<file path="src/rtl/core/sbb_pkg.sv">
package sbb_pkg;

    localparam int DIV_STEPS = 23;

    localparam logic [22:0] CLK_P3 = 23'd6000000;
    localparam logic [22:0] CLK_P2 = 23'd750000;
    localparam logic [22:0] CLK_P1 = 23'd93750;
    localparam logic [22:0] CLK_P0 = 23'd11719;

    localparam logic [23:0] THR_P3 = 24'(6000000 / 255);
    localparam logic [23:0] THR_P2 = 24'(750000 / 255);
    localparam logic [23:0] THR_P1 = 24'(93750 / 255);

    localparam logic [23:0] RATE_SP_A = 24'd921600;
    localparam logic [23:0] RATE_SP_B = 24'd307200;
    localparam logic [7:0]  FACT_SP_A = 8'hF3;
    localparam logic [7:0]  FACT_SP_B = 8'hD9;
    localparam logic [2:0]  PRESC_SP  = 3'd7;

    localparam logic [7:0]  VER_SHORT = 8'h27;
    localparam logic [7:0]  VER_LINE  = 8'h30;

    localparam logic [7:0]  REQ_RESET = 8'hA1;
    localparam logic [7:0]  REQ_WRITE = 8'h9A;
    localparam logic [7:0]  REQ_HAND  = 8'hA4;
    localparam logic [15:0] VAL_BAUD  = 16'h1312;
    localparam logic [15:0] VAL_LINE  = 16'h2518;
    localparam logic [15:0] IDX_LINE  = 16'h00C3;
    localparam logic [15:0] VAL_HAND  = 16'hFFFF;

    typedef struct packed {
        logic [23:0] line_rate;
        logic [7:0]  chip_rev;
    } t_in_item;

    typedef struct packed {
        logic        ok;
        logic [7:0]  request_code;
        logic [15:0] request_value;
        logic [15:0] request_index;
        logic        last;
    } t_out_item;

    typedef struct packed {
        logic [23:0] rem;
        logic [22:0] num;
        logic [23:0] den;
        logic [22:0] quo;
    } t_div;

    typedef t_div [1:0] t_lanes;

    typedef struct packed {
        logic [23:0] rate;
        logic [7:0]  ver;
        logic [1:0]  presc;
        logic        fail;
        logic        sp_a;
        logic        sp_b;
        logic [7:0]  q8;
    } t_ctx;

    typedef struct packed {
        logic        fail;
        logic        line;
        logic [15:0] word;
    } t_plan;

    function automatic logic [22:0] clk_of(input logic [1:0] presc);
        logic [22:0] c;
        unique case (presc)
            2'd3:    c = CLK_P3;
            2'd2:    c = CLK_P2;
            2'd1:    c = CLK_P1;
            default: c = CLK_P0;
        endcase
        return c;
    endfunction

endpackage

</file>
<file path="src/rtl/core/sbb_emit.sv">
module sbb_emit (
    input  logic              i_clk,
    input  logic              i_rst_n,
    input  logic              i_valid,
    input  sbb_pkg::t_plan    i_plan,
    output logic              o_take,
    output logic              o_valid,
    output sbb_pkg::t_out_item o_item,
    input  logic              i_stall
);
    import sbb_pkg::*;

    typedef enum logic [1:0] {ST_RESET, ST_BAUD, ST_LINE, ST_HAND} t_step;

    t_step r_step;
    logic  r_busy;
    t_plan r_plan;
    logic  w_last;

    always_comb begin
        w_last = r_plan.fail || (r_step == ST_HAND);
        o_take = i_valid && (!r_busy || (!i_stall && w_last));
        o_item = '0;
        o_item.last = w_last;
        if (!r_plan.fail) begin
            o_item.ok = 1'b1;
            unique case (r_step)
                ST_RESET: begin
                    o_item.request_code = REQ_RESET;
                end
                ST_BAUD: begin
                    o_item.request_code  = REQ_WRITE;
                    o_item.request_value = VAL_BAUD;
                    o_item.request_index = r_plan.word;
                end
                ST_LINE: begin
                    o_item.request_code  = REQ_WRITE;
                    o_item.request_value = VAL_LINE;
                    o_item.request_index = IDX_LINE;
                end
                ST_HAND: begin
                    o_item.request_code  = REQ_HAND;
                    o_item.request_value = VAL_HAND;
                end
            endcase
        end
    end

    always_ff @(posedge i_clk) begin
        if (!i_rst_n) begin
            r_busy <= 1'b0;
            r_step <= ST_RESET;
        end else if (o_take) begin
            r_busy <= 1'b1;
            r_step <= ST_RESET;
            r_plan <= i_plan;
        end else if (r_busy && !i_stall) begin
            if (w_last) begin
                r_busy <= 1'b0;
            end else begin
                unique case (r_step)
                    ST_RESET: r_step <= ST_BAUD;
                    ST_BAUD:  r_step <= r_plan.line ? ST_LINE : ST_HAND;
                    ST_LINE:  r_step <= ST_HAND;
                    ST_HAND:  r_step <= ST_HAND;
                endcase
            end
        end
    end

    assign o_valid = r_busy;

endmodule

</file>
<file path="config.mk">
export PLATFORM = sky130hd
export DESIGN_NAME = sbb_emit
export DESIGN_NICKNAME = d
export VERILOG_FILES = /design/src/rtl/core/sbb_pkg.sv /design/src/rtl/core/sbb_emit.sv
export SDC_FILE = /design/constraint.sdc
export NUM_CORES = 1
export LEC_CHECK = 0
export ABC_CLOCK_PERIOD_IN_PS = 1900
export CAP_MARGIN = 20
export CORE_ASPECT_RATIO = 1.4
export CORE_MARGIN = 2
export CORE_UTILIZATION = 49
export DETAILED_ROUTE_END_ITERATION = 10
export DONT_BUFFER_PORTS = 1
export GPL_TIMING_DRIVEN = 0
export PLACE_DENSITY_LB_ADDON = 0.15
export SLEW_MARGIN = 20
export SYNTH_ARGS = -nofsm -noshare
export SYNTH_HDL_FRONTEND = slang
export SYNTH_SLANG_ARGS = --single-unit
export TNS_END_PERCENT = 5
</file>
<file path="constraint.sdc">
create_clock -name i_clk -period 1.9 [get_ports i_clk]
set_input_delay 0.095 -clock i_clk [delete_from_list [all_inputs] [get_ports i_clk]]
set_output_delay 0.095 -clock i_clk [all_outputs]
set_load 0.005 [all_outputs]
</file>
==> impl_metrics.ini <==
[route]
drt_wl_total_mm = 1.910
drc = 0
via_per_inst = 5.085
first_pass_iters = 2
wl_per_cell_um = 13.45
highest_layer = met4
wl_met2_mm = 1.071
antenna_left = 0
wl_met3_um = 168
vias = 722
m1WireLength_um = 654
drt_iter0_markers = 6

[clock_network]
clk_pin_slew_ns = 0.10
cts_buffers = 3
clock_latency_ns = 0.30
root_buffer = clkbuf_4
htreeDepth = 1
clock_path_buffers = 2
cts_tree = yes
clock-sinks = 21

[global_route]
grt_usage = 0.1443
grt_start_max_net_pins = 19
antenna_found_initial = 0
grt_pass1_wl_mm = 2.780
first_global_vias = 645
overflow = 0

[synth]
yosysWarnings = 0
syn_nets = 122
ys_seq_area_frac = 0.5345
ys_types = 24
synth.avg_cell_area_um2 = 11.83
syn_inst = 95
syn-cell-area_um2 = 1124
ys_ff_latch = 21

[critical_path]
critPathSlowestCell = dfxtp_1
crit_required_ns = 1.80
path_class = reg -> out
rr_startpoint = r_step[0]
cp_max_fo = 10
cp_num_buf_inv = 2
cp_slowest_stage_delay_ns = 0.41
start_kind = flop
endpoint_kind = output port
worstSetupStartpoint = r_step[0]
path_delay_family = flip-flops
rrSetupSlack_ns = 0.16
cp_cell_sequence = inv_1, ha_1, and3_4, buf_6, and2_1
arrival_ns = 1.66

[placed_design]
port_buffers = 0
dpl.hpwl_mm = 1.294
gp_congestion = 0.6556

[die]
initial_core_util = 0.5161
coreArea_um2 = 2177
io_pins = 66
die-area_um2 = 2698
rows = 20
fp.dieH_um = 60.66
die_w_um = 44.47

[sta]
period_share = 0.9211
rsz0062_at_grt = no
clock_skew_ns = 0.001905
fmax_ghz = 0.5714
period_needed_ns = 1.750
setup_viol = 0
tns_ns = 0
finalMaxSlewViolations = 0
hold_viol = 0

[final_layout]
drive_above_1_share = 0.3083
fin_nets = 148
final_common_cell = dlygate4sd3_1
mostFrequentLayoutCells = 21 x dlygate4sd3_1, 18 x buf_4, 18 x edfxtp_1
syn2layout_area_growth_pct = 24.16
fill_cells = 165
antenna_cells = 0

[power_and_ir_drop]
p_leak_nw = 0.5650
ir_drop_mv = 0.5000
pwr_density_cell_nw_per_um2 = 582.7
power_w = 0.0008129

[run]
cap_violations = 0

[worst_hold_path]
hold_path.startpoint = i_stall
min_path_type = in -> reg

[run_status]
outcome = complete, no violations
-- Yosys cell counts (all sizes together) --
master,instances,area share
and3,2,0.016
buf,19,0.13
and2b,2,0.016
nor4b,1,0.021
a2111oi,1,0.0078
o21ai,1,0.0045
conb,1,0.0033
a21oi,4,0.018
nand2,1,0.0033
edfxtp,18,0.48
a21boi,1,0.0067
o21a,1,0.0067
o221ai,1,0.0078
nand2b,1,0.0056
dfxtp,3,0.053
and2,13,0.090
nor2,11,0.037
inv,7,0.023
ha,5,0.056
a211oi,2,0.013
-- metrics by stage --
stage / cell area (um^2) / utilization / worst slack [ns] / hold slack, ns / cells
6_report: 1395 / 0.6408 / 0.1499 / 0.1276 / 142
4_1_cts: 1393 / 0.6397 / 0.07449 / 0.1169 / 142
2_1_floorplan: 1124 / - / 0.04795 / 0.1939 / 95
3_3_place_gp: 1151 / 0.5287 / -0.2131 / 0.1939 / 117
3_5_place_dp: 1151 / 0.5287 / -0.2601 / 0.1939 / 117
5_1_grt: 1395 / 0.6408 / 0.007674 / 0.1294 / 142
-- routing by layer --
metal | vias up | track usage
met2 | 42 | 0.2671
met1 | 327 | 0.1476
met5 | - | 0
li1 | 351 | -
met3 | 2 | 0.02976
met4 | 0 | 0.07792
-- registers in the layout (all words and copies together), names as in the netlist --
register	flops
r_plan	18
r_step	2
o_valid	1
-- area by class of cell --
cell class / instances / area, um^2 / share of cell area
timing repair buffer: 21 / 210.2 / 0.1507
clock buffer: 4 / 26.28 / 0.01883
inverter: 7 / 26.28 / 0.01883
sequential: 21 / 600.6 / 0.4305
tap: 22 / 27.53 / 0.01973
multi-input combinational: 48 / 357.8 / 0.2565
buffer: 19 / 146.4 / 0.1049
-- cells by family after synthesis --
logic type | share of synthesized area
simple gates | 0.1882
buf+inv | 0.1537
compound gates | 0.06459
other cells | 0.003338
fa+ha+maj | 0.05568
flops | 0.5345
-- power by group --
group	internal (W)	switching, W	leakage (nW)
registers	0.000521	0.00000840	0.192
clock network	0.0000818	0.000123	0.0150
logic	0.0000474	0.0000313	0.358
total	0.000651	0.000162	0.565
-- final timing paths --
| kind | end | depth (start not counted) |
|---|---|---|
| setup / recovery | o_item[15] | 5 |
| hold / removal | o_valid | 2 |
| setup reg to reg | r_plan[7] | 4 |
| hold reg to reg | r_step[1] | 2 |
-- repair_timing --
item | 4_1_cts | 5_1_grt
endpoints found under the hold margin | 21 | 0
hold buffers | 21 | 0
setup endpoints to repair | 18 | 18
buffers inserted | 0 | 0
gates resized for setup | 2 | 1
Note: power is estimated with default switching activity, not from simulation.
