===== src/rtl/core/sbb_pkg.sv =====
package sbb_pkg;

    localparam int DIV_STEPS = 23;

    localparam logic [22:0] CLK_P3 = 23'd6000000;
    localparam logic [22:0] CLK_P2 = 23'd750000;
    localparam logic [22:0] CLK_P1 = 23'd93750;
    localparam logic [22:0] CLK_P0 = 23'd11719;

    localparam logic [23:0] THR_P3 = 24'(6000000 / 255);
    localparam logic [23:0] THR_P2 = 24'(750000 / 255);
    localparam logic [23:0] THR_P1 = 24'(93750 / 255);

    localparam logic [23:0] RATE_SP_A = 24'd921600;
    localparam logic [23:0] RATE_SP_B = 24'd307200;
    localparam logic [7:0]  FACT_SP_A = 8'hF3;
    localparam logic [7:0]  FACT_SP_B = 8'hD9;
    localparam logic [2:0]  PRESC_SP  = 3'd7;

    localparam logic [7:0]  VER_SHORT = 8'h27;
    localparam logic [7:0]  VER_LINE  = 8'h30;

    localparam logic [7:0]  REQ_RESET = 8'hA1;
    localparam logic [7:0]  REQ_WRITE = 8'h9A;
    localparam logic [7:0]  REQ_HAND  = 8'hA4;
    localparam logic [15:0] VAL_BAUD  = 16'h1312;
    localparam logic [15:0] VAL_LINE  = 16'h2518;
    localparam logic [15:0] IDX_LINE  = 16'h00C3;
    localparam logic [15:0] VAL_HAND  = 16'hFFFF;

    typedef struct packed {
        logic [23:0] line_rate;
        logic [7:0]  chip_rev;
    } t_in_item;

    typedef struct packed {
        logic        ok;
        logic [7:0]  request_code;
        logic [15:0] request_value;
        logic [15:0] request_index;
        logic        last;
    } t_out_item;

    typedef struct packed {
        logic [23:0] rem;
        logic [22:0] num;
        logic [23:0] den;
        logic [22:0] quo;
    } t_div;

    typedef t_div [1:0] t_lanes;

    typedef struct packed {
        logic [23:0] rate;
        logic [7:0]  ver;
        logic [1:0]  presc;
        logic        fail;
        logic        sp_a;
        logic        sp_b;
        logic [7:0]  q8;
    } t_ctx;

    typedef struct packed {
        logic        fail;
        logic        line;
        logic [15:0] word;
    } t_plan;

    function automatic logic [22:0] clk_of(input logic [1:0] presc);
        logic [22:0] c;
        unique case (presc)
            2'd3:    c = CLK_P3;
            2'd2:    c = CLK_P2;
            2'd1:    c = CLK_P1;
            default: c = CLK_P0;
        endcase
        return c;
    endfunction

endpackage


===== src/rtl/core/sbb_cell.sv =====
module sbb_cell (
    input  logic           i_clk,
    input  logic           i_rst_n,
    input  logic           i_en,
    input  logic           i_valid,
    input  sbb_pkg::t_lanes i_lanes,
    input  sbb_pkg::t_ctx  i_ctx,
    output logic           o_valid,
    output sbb_pkg::t_lanes o_lanes,
    output sbb_pkg::t_ctx  o_ctx
);
    import sbb_pkg::*;

    logic   r_valid;
    t_lanes r_lanes;
    t_ctx   r_ctx;
    t_lanes n_lanes;
    logic [24:0] w_part [2];
    logic        w_ge [2];

    always_comb begin
        for (int k = 0; k < 2; k++) begin
            w_part[k] = {i_lanes[k].rem, i_lanes[k].num[22]};
            w_ge[k] = w_part[k] >= {1'b0, i_lanes[k].den};
            n_lanes[k].den = i_lanes[k].den;
            n_lanes[k].num = {i_lanes[k].num[21:0], 1'b0};
            n_lanes[k].quo = {i_lanes[k].quo[21:0], w_ge[k]};
            n_lanes[k].rem = w_ge[k] ? 24'(w_part[k] - {1'b0, i_lanes[k].den})
                                     : w_part[k][23:0];
        end
    end

    always_ff @(posedge i_clk) begin
        if (!i_rst_n) begin
            r_valid <= 1'b0;
        end else if (i_en) begin
            r_valid <= i_valid;
        end
    end

    always_ff @(posedge i_clk) begin
        if (i_en) begin
            r_lanes <= n_lanes;
            r_ctx   <= i_ctx;
        end
    end

    assign o_valid = r_valid;
    assign o_lanes = r_lanes;
    assign o_ctx   = r_ctx;

endmodule


===== config.mk =====
export PLATFORM = sky130hd
export DESIGN_NAME = sbb_cell
export DESIGN_NICKNAME = d
export VERILOG_FILES = /design/src/rtl/core/sbb_pkg.sv /design/src/rtl/core/sbb_cell.sv
export SDC_FILE = /design/constraint.sdc
export NUM_CORES = 1
export LEC_CHECK = 0
export ABC_AREA = 1
export BUFFER_PORTS_ARGS = -buffer_cell sky130_fd_sc_hd__buf_4
export CAP_MARGIN = 10
export CORE_AREA = 3 3 182 184
export CTS_CLUSTER_DIAMETER = 60
export DETAILED_ROUTE_END_ITERATION = 8
export DIE_AREA = 0 0 185 187
export MAX_ROUTING_LAYER = met4
export SYNTH_ARGS = -nofsm -noshare
export SYNTH_HDL_FRONTEND = slang
export SYNTH_SLANG_ARGS = --single-unit

===== constraint.sdc =====
create_clock -name i_clk -period 3.5 [get_ports i_clk]
set_input_delay 0.35 -clock i_clk [delete_from_list [all_inputs] [get_ports i_clk]]
set_output_delay 0.35 -clock i_clk [all_outputs]
set_load 0.03 [all_outputs]

==> impl_metrics.json, run 1 <==
{
  "outcome": "finished, final reports clean",
  "syn_area_sq_um": 11700,
  "fp.dieH_um": 187,
  "postRouteAntennaNets": 0,
  "tightestPinTransition_ps": 783,
  "drtPass1Iterations": 5,
  "endpoint_kind": "flop",
  "maxSlewViolCount": 0,
  "clockRootBuffer": "clkbuf_16",
  "placed_area_sq_um": 15700,
  "power.total_uw": 8470,
  "synth.top_cell.area_share_pct": 59.5,
  "synth.area.top_cells": "edfxtp_1, nand2_1, inv_1",
  "power.density_nw_per_um2": 460,
  "area_growth_pct": 58.0,
  "grt_max_degree": 102,
  "report.final.hold_viol_count": 0,
  "synthArstFlopShare_pct": 0,
  "setup_violations": 0,
  "numCtsBuffers": 30,
  "start_kind": "input port",
  "clk_pin_slew_worst_paths_ps": 60,
  "synthDistinctLibCells": 31,
  "irDropWorstVdd_mv": 0.455,
  "synth_edf_count": 231,
  "ys_seq_elements": 232,
  "seq_area_frac_synth_pct": 59.7,
  "drc": 0,
  "num-fill-cells": 2755,
  "rsz0062_at_grt": "no",
  "crit_fanout": 25,
  "cts.path.max_buffers": 3,
  "period_needed_ps": 2730,
  "via_count": 10500,
  "fin_worst_skew_ps": 0,
  "synth-main-ff-cell": "edfxtp_1",
  "portBuffers": 466,
  "fin_area_sq_um": 18400,
  "post-cts-setup-buffers": 0,
  "critPathRequiredTime_ps": 3910,
  "place_hpwl_um": 27400,
  "grt_overflow": 0,
  "track_usage_pct": 21.4,
  "syn-instance-count": 1208,
  "ios": 471,
  "ctsResizeCount": 0,
  "start_util_pct": 36.9,
  "cp.arrival_ps": 3140,
  "drive_above_1_share_pct": 28.5,
  "worst-setup-path-type": "input port to flop",
  "yosysWarnings": 0,
  "grt_pass1_vias": 11000,
  "viasPerCell": 4.53,
  "cts_tree": "yes",
  "slew_headroom_pct": 47.8,
  "syn_avg_cell_area_sq_um": 9.65,
  "die-width_um": 185,
  "core_sq_um": 31600,
  "clock_latency_ps": 550,
  "post-route-period-util_pct": 78.1,
  "p_leak_uw": 0.00904,
  "grt_pass1_wl_um": 57600,
  "yosysTopAreaCell": "edfxtp_1",
  "rows": 65,
  "htreeDepth": 1,
  "drt_iter0_markers": 486,
  "regArea_sq_um": 6960,
  "multi_input_area_sq_um": 3710,
  "maxCapViolCount": 0,
  "setup-tns-final_ps": 0,
  "nNetsFinal": 2168,
  "postCtsHoldBufs": 181,
  "hold_path_class": "input port to flop",
  "max_freq_mhz": 366,
  "place.gp.congestion": 0.944,
  "wl_per_cell_um": 16.0,
  "numClockSinks": 232,
  "grt_antenna_before_repair": 4,
  "dieArea_sq_um": 34600,
  "wirelength_um": 36900
}
stage by stage:
stage / utilization [%] / instances / hold slack, ps / setup slack [ps]
after global routing: 58.4 / 2310 / 39.8 / 630
after floorplan: - / 1209 / 443 / 1540
after detailed placement: 49.6 / 2070 / 529 / 814
final: 58.4 / 2310 / 39.6 / 768
after CTS: 58.3 / 2306 / 9.08 / 812
after global placement: 49.6 / 2070 / 527 / 761
critical path, stage by stage:
cell           delay (ps)
dlygate4sd3_1         540
buf_4                 110
inv_1                  40
ha_1                  400
nand2_1               110
inv_1                  80
nand2_1               110
nor3_2                230
nand4_2               460
nand3_4               480
nand2_1               100
nand2_1               110
cells in the final DEF, fill, tap and decap left out, drive strengths merged:
master,Yosys,final
clkinv,0,11
ha,48,48
dlygate4sd3,0,181
o21ai,1,1
or2,1,1
dfxtp,1,1
buf,18,477
fa,2,2
nand2,438,438
nand3,53,53
bufinv,0,1
edfxtp,231,231
and2,1,1
nor3,6,6
nor2,63,63
xor2,20,20
clkbuf,0,37
nand3b,4,4
nand4,61,61
o21a,2,2
xnor2,2,2
inv,233,238
conb,1,2
a21oi,22,22
diode,0,4
clkinvlp,0,1
synthesized netlist by cell type, types with 3 or more instances:
cell type,count
nor2_2,3
nand2_1,436
nand3b_1,4
nor2_1,59
nand3_1,49
ha_1,48
buf_2,12
nand4_1,59
inv_1,230
buf_6,4
inv_2,3
xor2_1,20
edfxtp_1,231
nand3_4,4
a21oi_1,20
power breakdown:
| group | internal (uW) | switching [uW] |
|---|---|---|
| registers | 3370 | 76.0 |
| clock network | 1670 | 1200 |
| logic | 861 | 1290 |
| total | 5900 | 2570 |
sequential cells by signal (all words and copies together), names as in the netlist:
name     flops
o_ctx       45
o_lanes    186
o_valid      1
layout make-up:
type                            count  share of cell area (%)
Clock inverter                     18                   0.863
Antenna cell                        4                  0.0544
Multi-Input combinational cell    726                    20.1
Timing Repair Buffer              658                    29.5
Sequential cell                   232                    37.8
Clock buffer                       37                    4.22
Inverter                          233                    4.75
Tap cell                          402                    2.73
cell families after synthesis:
kind of cell	count (synthesis)	share of synthesized area, %
AO/OA/AOI/OAI	25	1.31
AND/OR/NAND/NOR	627	23.3
adder cells (fa/ha/maj)	50	5.50
flip-flops	232	59.7
XOR/XNOR	22	1.65
buffers and inverters	251	8.53
other	1	0.0322
worst paths after layout:
| path | startpoint | end | slack (ps) | depth (start not counted) |
|---|---|---|---|---|
| hold reg to reg | o_valid | o_valid | 550 | 2 |
| setup / recovery | i_lanes[134] | o_lanes[164] | 770 | 12 |
| setup reg to reg | o_valid | o_valid | 2870 | 2 |
| hold / removal | i_valid | o_valid | 40 | 3 |
metal layers:
metal  vias to the layer above  track usage (%)  wire [um]
li1                       5275                -          -
met1                      4762             24.3      14500
met2                       348             38.2      18800
met3                        78             4.24       2400
met4                         0             5.63       1160
met5                         -                -          0
(Power assumes the default switching activity.)
==> run 2, diff against run 1 <==
PLACE_DENSITY = 0.66   (was not set)
clock period = 2.4 ns   (was 3.5 ns; I/O delays follow)
==> impl_metrics.json, run 2 (synthesis gave the netlist of run 1 again) <==
{
  "portBuffers": 466,
  "drive_above_1_share_pct": 28.9,
  "cts.path.max_buffers": 3,
  "place.gp.congestion": 0.960,
  "wirelength_um": 38600,
  "slew_headroom_pct": 62.6,
  "sequentialPowerShare_pct": 40.9,
  "hp-start": "i_lanes[84]",
  "critPathRequiredTime_ps": 2700,
  "path_cells": "dlygate4sd3_1 -> buf_4 -> inv_1 -> ha_1 -> nand2_1 -> nor2_1 -> inv_1 -> nor2_1 -> nand3_4 -> buf_4 -> nand4_1 -> nand2_1",
  "tightestPinTransition_ps": 561,
  "netSwitchingFraction_pct": 30.2,
  "clock_power_share_pct": 33.1,
  "start_kind": "input port",
  "path_delay_family": "buffers and inverters",
  "final_common_cell": "buf_4",
  "place_hpwl_um": 28300,
  "pwr-share-comb_pct": 26.0,
  "crit_fanout": 10,
  "grt_pass1_wl_um": 58200,
  "grt_antenna_before_repair": 3,
  "rsz0062_at_grt": "yes",
  "die-width_um": 185,
  "power.density_nw_per_um2": 661,
  "clk_pin_slew_worst_paths_ps": 60,
  "endpoint_kind": "flop",
  "critPathBufInv": 5,
  "numCtsBuffers": 28,
  "htreeDepth": 1,
  "clockRootBuffer": "clkbuf_16",
  "post-cts-setup-buffers": 0,
  "p_sw_uw": 3700,
  "ios": 471,
  "report.final.hold_viol_count": 0,
  "drc": 0,
  "area_growth_pct": 59.4,
  "dp_slack_ps": 124,
  "worst-setup-path-type": "input port to flop",
  "cp.arrival_ps": 2580,
  "power.total_uw": 12300,
  "viasPerCell": 4.62,
  "dieArea_sq_um": 34600,
  "irDropWorstVdd_mv": 0.529,
  "core_sq_um": 31600,
  "mostFrequentLayoutCells": "buf_4, nand2_1, edfxtp_1, inv_1, dlygate4sd3_1",
  "rows": 65,
  "post-route-period-util_pct": 95.0,
  "largest_register_ffs": 186,
  "period_needed_ps": 2280,
  "outcome": "finished, final reports clean",
  "track_usage_pct": 21.9,
  "fin_util_pct": 58.9,
  "nNetsFinal": 2181,
  "via_count": 10700,
  "grt_pass1_vias": 11000,
  "num-fill-cells": 2652,
  "clock_latency_ps": 530,
  "cts_tree": "yes",
  "setup_violations": 0,
  "numClockSinks": 232,
  "start_util_pct": 36.9,
  "fin_worst_skew_ps": 0,
  "wl_per_cell_um": 16.7,
  "slowest_delay_ps": 540,
  "crit_start": "i_lanes[38]",
  "maxSlewViolCount": 0,
  "max_freq_mhz": 439,
  "drtPass1Iterations": 5,
  "grt_max_degree": 62,
  "slowest_stage": "dlygate4sd3_1",
  "grt_overflow": 0,
  "fin_ws_ps": 120,
  "r2r-start": "o_valid",
  "p_leak_uw": 0.00912,
  "whs_ps": 35.7,
  "maxCapViolCount": 0,
  "postRouteAntennaNets": 0,
  "intPower_uw": 8570,
  "fp.dieH_um": 187,
  "hold_path_class": "input port to flop",
  "drt_iter0_markers": 572
}
run 2: cell types whose count changed in the layout (fill, tap and decap cells not counted), moves of 2 or more:
cell           before  now
nand4_2             2    0
nand3_1            49   47
buf_12              2    6
nand4_4             0    2
inv_6               0    3
clkbuf_16          30   28
buf_4             474  479
clkinv_2            5    2
dlygate4sd3_1     181  184
inv_8               5    2
nand3_2             0    3
run 2: tightest hold or removal path, stage by stage:
cell and delay [ps]:
buf_4 90, nand4_1 80, nand2_1 70
run 2: metal layers:
metal / GRT usage, % / vias up / wire (um)
met3: 4.80 / 86 / 2660
li1: - / 5292 / -
met5: - / - / 0
met1: 24.6 / 4927 / 15000
met2: 38.8 / 410 / 19700
met4: 6.67 / 0 / 1280
run 2: path summary, 6_finish.rpt:
| check | slack (ps) | depth (start not counted) | to |
|---|---|---|---|
| min | 40 | 3 | o_lanes[85] |
| min reg2reg | 1110 | 3 | o_valid |
| max reg2reg | 1200 | 3 | o_valid |
| max | 120 | 12 | o_lanes[77] |
run 2: layout make-up:
| class | instances | area, sq um | share of cell area [%] |
|---|---|---|---|
| multi-input combinational | 728 | 3770 | 20.3 |
| timing repair buffer | 671 | 5580 | 30.1 |
| clock inverter | 16 | 161 | 0.869 |
| inverter | 233 | 875 | 4.71 |
| clock buffer | 35 | 727 | 3.91 |
| antenna | 3 | 7.51 | 0.0404 |
| sequential | 232 | 6960 | 37.4 |
| tap | 402 | 503 | 2.71 |
run 2: through the flow:
stage	instance area, sq um	setup TNS (ps)	cells
6_report	18600	0	2320
5_1_grt	18600	-24.6	2320
4_1_cts	18500	0	2315
3_5_place_dp	15800	0	2080
3_3_place_gp	15800	0	2080
2_1_floorplan	11700	0	1209
run 2: repair_timing:
item / 4_1_cts / 5_1_grt
hold endpoints to repair: 183 / 0
resized for setup: 0 / 7
endpoints found under the setup margin: 0 / 17
hold buffers: 184 / 0
run 2: power groups by stage:
| stage | Sequential (uW) | Combinational (uW) | Clock, uW |
|---|---|---|---|
| final | 5020 | 3190 | 4060 |
| after global routing | 5060 | 3450 | 4350 |
| after CTS | 5020 | 3180 | 4170 |
| after detailed placement | 5100 | 2930 | 0 |
| after global placement | 5090 | 2900 | 0 |
| after floorplan | 5860 | 879 | 0 |
==> run 3, diff against run 2 <==
CORE_AREA = 3 3 184 186   (was 3 3 182 184)
CTS_BUF_LIST = sky130_fd_sc_hd__clkbuf_8   (was not set)
DIE_AREA = 0 0 187 189   (was 0 0 185 187)
PLACE_DENSITY = not set   (was 0.66)
==> impl_metrics.json, run 3 (synthesis gave the netlist of run 1 again) <==
{
  "htreeDepth": 2,
  "grt_pass1_wl_um": 58900,
  "crit_top_cell": "nand2_1",
  "core_sq_um": 32500,
  "p_leak_uw": 0.00926,
  "grt_overflow": 0,
  "die-width_um": 187,
  "setup_violations": 0,
  "cts.path.max_buffers": 3,
  "regArea_sq_um": 6960,
  "area_growth_pct": 61.2,
  "place_hpwl_um": 27400,
  "grt_pass1_vias": 11300,
  "dieArea_sq_um": 35300,
  "drt_iter0_markers": 440,
  "critPathRequiredTime_ps": 2700,
  "irDropWorstVdd_mv": 0.466,
  "hold_path_class": "input port to flop",
  "num-fill-cells": 2808,
  "maxSlewViolCount": 0,
  "cp.arrival_ps": 2580,
  "multi_input_area_sq_um": 3710,
  "max_freq_mhz": 439,
  "clk_pin_slew_worst_paths_ps": 50,
  "power.density_nw_per_um2": 630,
  "wirelength_um": 37800,
  "crit_fanout": 3,
  "numClockSinks": 232,
  "start_kind": "input port",
  "outcome": "finished, final reports clean",
  "viasPerCell": 4.45,
  "cts_tree": "yes",
  "grt_antenna_before_repair": 2,
  "drive_above_1_share_pct": 28.6,
  "placed_area_sq_um": 15800,
  "dp_slack_ps": 122,
  "path_cells": "dlygate4sd3_1 -> buf_4 -> ha_1 -> fa_1 -> inv_1 -> nand3_1 -> nand3_1 -> nand2_1 -> nand3_1 -> nand2_1 -> nand3_1 -> nand2_1 -> nand2_1 -> nand2_1",
  "place.gp.congestion": 0.931,
  "ios": 471,
  "portBuffers": 466,
  "setup-tns-final_ps": 0,
  "clock_latency_ps": 580,
  "fin_ws_ps": 123,
  "post-cts-setup-buffers": 0,
  "postRouteAntennaNets": 0,
  "numCtsBuffers": 43,
  "largest_register_ffs": 186,
  "rsz0062_at_grt": "no",
  "slowest_delay_ps": 540,
  "clockRootBuffer": "clkbuf_8",
  "mostFrequentLayoutCells": "buf_4, nand2_1, inv_1, edfxtp_1, dlygate4sd3_1",
  "fin_worst_skew_ps": 0,
  "rows": 66,
  "nNetsFinal": 2228,
  "slowest_stage": "dlygate4sd3_1",
  "start_util_pct": 35.9,
  "maxCapViolCount": 0,
  "track_usage_pct": 21.4,
  "drc": 0,
  "grt_max_degree": 54,
  "post-route-period-util_pct": 94.9,
  "period_needed_ps": 2280,
  "wl_per_cell_um": 15.6,
  "drtPass1Iterations": 5,
  "final_common_cell": "buf_4",
  "via_count": 10800,
  "fin_util_pct": 57.9,
  "endpoint_kind": "flop",
  "fin_area_sq_um": 18800,
  "worst-setup-path-type": "input port to flop",
  "fp.dieH_um": 189,
  "report.final.hold_viol_count": 0
}
## run 3: worst max-delay path: cells and delay by family
family	cells	cell delay (ps)
buffers and inverters	3	810
adders and majority gates	2	680
and+or+nand+nor	9	840
## run 3: power breakdown
group,leakage [uW],internal [uW],switching (uW)
registers,0.00227,4910,115
clock network,0.000469,1930,1680
logic,0.00652,1310,1900
## run 3: path summary, 6_finish.rpt
| path | from | to | slack, ps | cells past startpoint |
|---|---|---|---|---|
| worst max register to register | o_valid | o_valid | 1180 | 3 |
| worst min-delay path | i_lanes[88] | o_lanes[89] | 40 | 3 |
| worst min register to register | o_valid | o_valid | 1120 | 3 |
| worst max-delay path | i_lanes[117] | o_lanes[180] | 120 | 14 |
## run 3: layout make-up
class,instances,share of cell area [%]
repair buffers,705,31.3
well taps,442,2.94
clock buffers,44,3.22
multi-input cells,726,19.7
clock inverters,31,1.05
diodes,3,0.0399
flip-flops and latches,232,37.0
inverters,233,4.65
## run 3: per-layer routing
layer | vias up | global-route usage [%] | share of wire [%]
met3 | 73 | 4.30 | 5.5
met1 | 4928 | 24.5 | 41
met2 | 367 | 38.2 | 51
met5 | - | - | 0
li1 | 5386 | - | -
met4 | 0 | 6.31 | 2.7
## run 3: timing repair
action	CTS	global route
gates resized for setup	0	1
setup endpoints to repair	0	17
endpoints found under the hold margin	218	0
hold buffers	219	0
## run 3: metrics by stage
stage,hold WS [ps],cells,power (uW)
floorplan,333,1209,6740
global placement,418,2119,7980
detailed placement,419,2119,8000
CTS,0.374,2413,12000
global route,22.6,2415,12500
finish,39.0,2416,11800
